`config.mk`:
```
export PLATFORM = sky130hd
export DESIGN_NAME = pee_front_flat
export DESIGN_NICKNAME = d
export VERILOG_FILES = /design/src/sv/pee_pkg.sv /design/src/sv/pee_stream_if.sv /design/src/sv/pee_front.sv /design/src/flat_wrapper.sv
export SDC_FILE = /design/constraint.sdc
export NUM_CORES = 1
export LEC_CHECK = 0
export BUFFER_PORTS_ARGS = -buffer_cell sky130_fd_sc_hd__buf_2
export CORE_ASPECT_RATIO = 1.4
export CORE_UTILIZATION = 45
export CTS_BUF_LIST = sky130_fd_sc_hd__clkbuf_8
export DETAILED_ROUTE_END_ITERATION = 12
export PLACE_DENSITY = 0.72
export SYNTH_ARGS = -nofsm -noshare
export SYNTH_HDL_FRONTEND = slang
export SYNTH_SLANG_ARGS = --single-unit
```
`constraint.sdc`:
```
create_clock -name clk -period 1.2 [get_ports clk]
set_input_delay 0.12 -clock clk [delete_from_list [all_inputs] [get_ports clk]]
set_output_delay 0.12 -clock clk [all_outputs]
set_load 0.02 [all_outputs]
```
`src/sv/pee_pkg.sv`:
```
`default_nettype none
package pee_pkg;

  localparam int STACK_DEPTH_DEF = 64;
  localparam int FRAC_BITS       = 16;
  localparam int VAL_W           = 48;

  typedef logic [2:0] op_t;
  localparam op_t OP_PUSH = 3'd0;
  localparam op_t OP_ADD  = 3'd1;
  localparam op_t OP_SUB  = 3'd2;
  localparam op_t OP_MUL  = 3'd3;
  localparam op_t OP_DIV  = 3'd4;
  localparam op_t OP_END  = 3'd5;
  localparam op_t OP_BAD  = 3'd6;

  typedef logic [2:0] status_t;
  localparam status_t ST_OK    = 3'd0;
  localparam status_t ST_UNDER = 3'd1;
  localparam status_t ST_OVER  = 3'd2;
  localparam status_t ST_DIVZ  = 3'd3;
  localparam status_t ST_BADCH = 3'd4;
  localparam status_t ST_SAT   = 3'd5;

  localparam logic [7:0] CH_END   = 8'h00;
  localparam logic [7:0] CH_ZERO  = 8'h30;
  localparam logic [7:0] CH_NINE  = 8'h39;
  localparam logic [7:0] CH_PLUS  = 8'h2b;
  localparam logic [7:0] CH_MINUS = 8'h2d;
  localparam logic [7:0] CH_STAR  = 8'h2a;
  localparam logic [7:0] CH_SLASH = 8'h2f;

  typedef struct packed {
    op_t        op;
    logic [3:0] digit;
  } cmd_t;

  typedef struct packed {
    logic valid;
    cmd_t cmd;
  } cmd_stream_t;

endpackage
`default_nettype wire

```
`src/sv/pee_stream_if.sv`:
```
`default_nettype none
interface pee_char_if;
  logic       valid;
  logic       ready;
  logic [7:0] char_code;
  modport source (output valid, char_code, input ready);
  modport sink   (input valid, char_code, output ready);
endinterface

`default_nettype wire

```
`src/sv/pee_front.sv`:
```
`default_nettype none
module pee_front (
  input  logic                 clk,
  input  logic                 rst,
  pee_char_if.sink             chars,
  output pee_pkg::cmd_stream_t cmd_q,
  input  logic                 cmd_pop
);
  import pee_pkg::*;

  cmd_t       slot [2];
  logic       wptr;
  logic       rptr;
  logic [1:0] count;
  logic       push;
  cmd_t       cls;

  function automatic cmd_t classify(input logic [7:0] c);
    cmd_t r;
    r.digit = 4'd0;
    if (c == CH_END) begin
      r.op = OP_END;
    end else if (c >= CH_ZERO && c <= CH_NINE) begin
      r.op    = OP_PUSH;
      r.digit = 4'(c - CH_ZERO);
    end else if (c == CH_PLUS) begin
      r.op = OP_ADD;
    end else if (c == CH_MINUS) begin
      r.op = OP_SUB;
    end else if (c == CH_STAR) begin
      r.op = OP_MUL;
    end else if (c == CH_SLASH) begin
      r.op = OP_DIV;
    end else begin
      r.op = OP_BAD;
    end
    return r;
  endfunction

  assign chars.ready = (count != 2'd2);
  assign push        = chars.valid && chars.ready;
  assign cls         = classify(chars.char_code);
  assign cmd_q.valid = (count != 2'd0);
  assign cmd_q.cmd   = slot[rptr];

  always_ff @(posedge clk) begin
    if (push) begin
      slot[wptr] <= cls;
    end
    if (rst) begin
      wptr  <= 1'b0;
      rptr  <= 1'b0;
      count <= 2'd0;
    end else begin
      if (push) begin
        wptr <= ~wptr;
      end
      if (cmd_pop) begin
        rptr <= ~rptr;
      end
      count <= count + 2'(push) - 2'(cmd_pop);
    end
  end

  a_no_pop_empty: assert property (@(posedge clk) disable iff (rst)
    cmd_pop |-> count != 2'd0) else $error("pop from empty queue");
  a_count_max: assert property (@(posedge clk) disable iff (rst)
    count != 2'd3) else $error("queue count out of range");
  a_no_push_full: assert property (@(posedge clk) disable iff (rst)
    count == 2'd2 |-> !push) else $error("push into full queue");
endmodule
`default_nettype wire

```
`src/flat_wrapper.sv`:
```
// flat-port wrapper written by rule: the top's interface ports become plain ports
module pee_front_flat import pee_pkg::*;
  (clk, rst, cmd_q, cmd_pop, chars_valid, chars_char_code, chars_ready);
  pee_char_if chars_i ();
  input  logic clk;
  input  logic rst;
  output pee_pkg::cmd_stream_t cmd_q;
  input  logic cmd_pop;
  input wire logic [$bits(chars_i.valid)-1:0] chars_valid;
  input wire logic [$bits(chars_i.char_code)-1:0] chars_char_code;
  output wire logic [$bits(chars_i.ready)-1:0] chars_ready;
  assign chars_i.valid = chars_valid;
  assign chars_i.char_code = chars_char_code;
  assign chars_ready = chars_i.ready;
  pee_front u_core (.clk(clk), .rst(rst), .chars(chars_i), .cmd_q(cmd_q), .cmd_pop(cmd_pop));
endmodule
```
==> results by group <==
Synth
  – Most frequent cells after synthesis: 14 x edfxtp_1, 7 x mux2_2, 5 x dfxtp_1, 5 x nor2_1, 4 x and2_1
  – Post-synthesis instance area: 866 sq um
  – Sequential cell area fraction in the yosys report: 60.1%
  – Post-synth EDFFs: 14
  – Post-synth top area cell: edfxtp_1
  – Synth warn: 0
  – Syn nets: 81
  – Mean post-synth cell area: 12.9 sq um
  – Most common cell in the synthesized netlist: edfxtp_1
  – Synth Register Bits: 19
  – Synth area leaders: edfxtp_1 49%, dfxtp_1 12%, mux2_2 9.1%, and2_1 2.9%, ha_1 2.9%
  – Primary FF master, synth: edfxtp_1
  – Synth Instances: 67
  – Netlist cell types: 28
  – Top cell type's share of synthesized area: 48.6%
  – Post-synth ARST share: 0%

GRT
  – Remaining global-route overflow: 0
  – Initial antenna violation count: 0
  – Vias in the first global route: 488
  – Global-route wire length before repair: 2.12 mm
  – GRT Total Usage: 14.6%
  – Pin count of the biggest net entering global routing: 12

Power and ir drop
  – Power Dens Cells: 1550 mW/mm^2
  – Pleak: 0.475 nW
  – Combinational share of power: 29.8%
  – Register share of total power: 46.9%
  – Net Sw Power: 0.491 mW
  – Switching share of power: 27.2%
  – Cell-internal power: 1.31 mW
  – Worst IR drop on VDD: 0.00126 V
  – Clock power share: 23.3%

Worst setup path
  – Worst reg-to-reg path cell count: 7
  – CP Class: flip-flop to flip-flop
  – CP endpoint: u_core.count[1]$_SDFF_PP0_
  – Crit path buffers/inverters: 2
  – Critical path launch point type: flip-flop
  – Worst EP required: 1370 ps
  – Crit. End Element: flip-flop
  – Cell family with most CP delay: adder cells
  – Max incr delay on CP: 340 ps
  – Crit-path cells: inv_2 -> ha_4 -> inv_2 -> ha_4 -> xor2_2 -> and2_1 -> nor3_1
  – Worst Setup SP: u_core.count[0]$_SDFF_PP0_
  – Critical path data arrival time: 1460 ps
  – Max FO, Critical Path: 3
  – R2r setup slk: -90 ps
  – Reg2Reg Launch Point: u_core.count[0]$_SDFF_PP0_
  – Critical path depth in cells: 7
  – R2r endpoint: u_core.count[1]$_SDFF_PP0_
  – CP max stage cell: dfxtp_2

Detailed routing
  – DRT Pass-1 Iters: 3
  – Vias: 567
  – Post-Route WL: 1.34 mm
  – Initial DRC Count: 4
  – Per-cell routed wire length: 12.2 um
  – Vias per inst: 5.15
  – Post-route DRC: 0
  – Routed Antenna Nets: 0

Timing
  – Max_slew headroom: 78.1%
  – Setup Skew: 5.79 ps
  – Max-slew violation count: 0
  – RSZ-0062 raised after global routing: yes
  – Min Tclk post-route: 1290 ps
  – Final worst slack: -88.7 ps
  – Count of final setup violators: 8
  – Final Hold Vio Count: 0
  – Final period util: 107%
  – Worst-Margin Slew: 327 ps
  – Fmax: 776 MHz
  – Setup_tns: -374 ps

Floorplanning
  – Core Box Area: 0.00178 sq mm
  – Die Area: 0.00211 sq mm
  – Die height: 53.9 um
  – Die extent in x: 39.1 um
  – Top Ports: 21
  – # rows: 18
  – Initial Util: 48.7%

Place
  – Gp weighted congestion: 0.732
  – Port buffer count: 20
  – Detailed Place HPWL: 1.02 mm
  – DP Worst Slack: -137 ps
  – Placed cell count: 106

Clock network
  – Clk sinks: 19
  – CTS root buffer: clkbuf_8
  – Max Buffers Root-to-Sink: 2
  – Skew-Pair Late Insertion Delay: 250 ps
  – H-tree depth: 1
  – Total CTS buffers: 3
  – Postcts setup bufs: 0
  – CTS tree: done
  – Clock transition at the registers of the reported paths: 70 ps

Layout
  – Nets: 105
  – # fillers: 132
  – Layout Utilization: 65.3%
  – Finished Layout Cells: 110
  – Synthesis-to-layout area growth: 34.1%
  – Layout cells sized above 1: 55.6%
  – Ant. Diodes: 0

Run status
  – Status: finished with violations
  – Failing checks: setup timing

Worst hold path
  – Hold WC Path Type: input port to flip-flop

Flow run
  – Max cap viols: 0
## cell type report
cell class	count	area (sq um)	share of cell area (%)
timing repair buffer	20	150	12.9
inverter	3	11.3	0.970
clock inverter	1	5.00	0.431
multi-input combinational	44	399	34.4
sequential	19	529	45.6
tap	20	25.0	2.16
clock buffer	3	41.3	3.56
## logic make-up after synthesis
kind of cell | share of synthesized area (%)
AND/OR/NAND/NOR | 19.2
flip-flops | 60.1
multiplexers | 9.10
AO/OA/AOI/OAI | 4.77
buffers and inverters | 1.88
XOR/XNOR | 2.02
adder cells (fa/ha/maj) | 2.89
## cell usage in the layout, fill, tap and decap left out, drive strengths merged
cell and count:
edfxtp 14, buf 20, inv 3, a21oi 2, and4b 1, ha 2
mux2 7, nand3 1, xnor2 1, nand2 1, dfxtp 5, nor2b 1
or2b 1, and4 1, nor2 5, o21bai 1, and3 3, o21ai 1
nand2b 1, or2 1, nand3b 2, xor2 1, a21bo 1, nor3 3
clkinv 1, clkbuf 3, a311oi 1, and2 6
## worst min-delay path by stage
stage,start,endpoint,slack (ps),cells after the start
6_report,rst,flip-flop,80,2
5_1_grt,rst,u_core.count[0]$_SDFF_PP0_,90,2
4_1_cts,rst,flip-flop,90,2
3_5_place_dp,rst,u_core.count[0]$_SDFF_PP0_,350,2
3_3_place_gp,rst,u_core.count[0]$_SDFF_PP0_,350,2
2_1_floorplan,rst,u_core.count[0]$_SDFF_PP0_,180,1
## sequential cells by signal (all words and copies together), names as in the netlist, named ones only
register and flops:
u_core.slot 14, u_core.count 2, u_core.rptr 1, u_core.wptr 1
## per-stage QoR
stage / hold WS, ps / area, sq um / power [mW]
finish: 82.9 / 1160 / 1.80
floorplan: 184 / 881 / 1.13
global route: 93.0 / 1160 / 1.90
detailed placement: 352 / 1000 / 1.26
CTS: 85.5 / 1130 / 1.77
global placement: 349 / 1000 / 1.24
## layer usage
layer	routed length [um]	vias up	GRT usage, %
met5	0	-	0
met4	9	0	5.17
met3	40	2	1.24
met2	692	15	24.2
met1	599	262	19.6
li1	-	288	-
## power groups by stage
stage | registers, mW | logic (mW) | clock network [mW]
after CTS | 0.842 | 0.504 | 0.429
after detailed placement | 0.849 | 0.407 | 0
after global placement | 0.845 | 0.394 | 0
after floorplan | 0.833 | 0.299 | 0
after global routing | 0.857 | 0.584 | 0.457
final | 0.845 | 0.538 | 0.419
## timing repair
action	CTS	global route
setup endpoints to repair	8	16
hold endpoints to repair	0	0
hold buffers	0	0
resized for setup	25	8
Power figures use the tool's default switching activity.
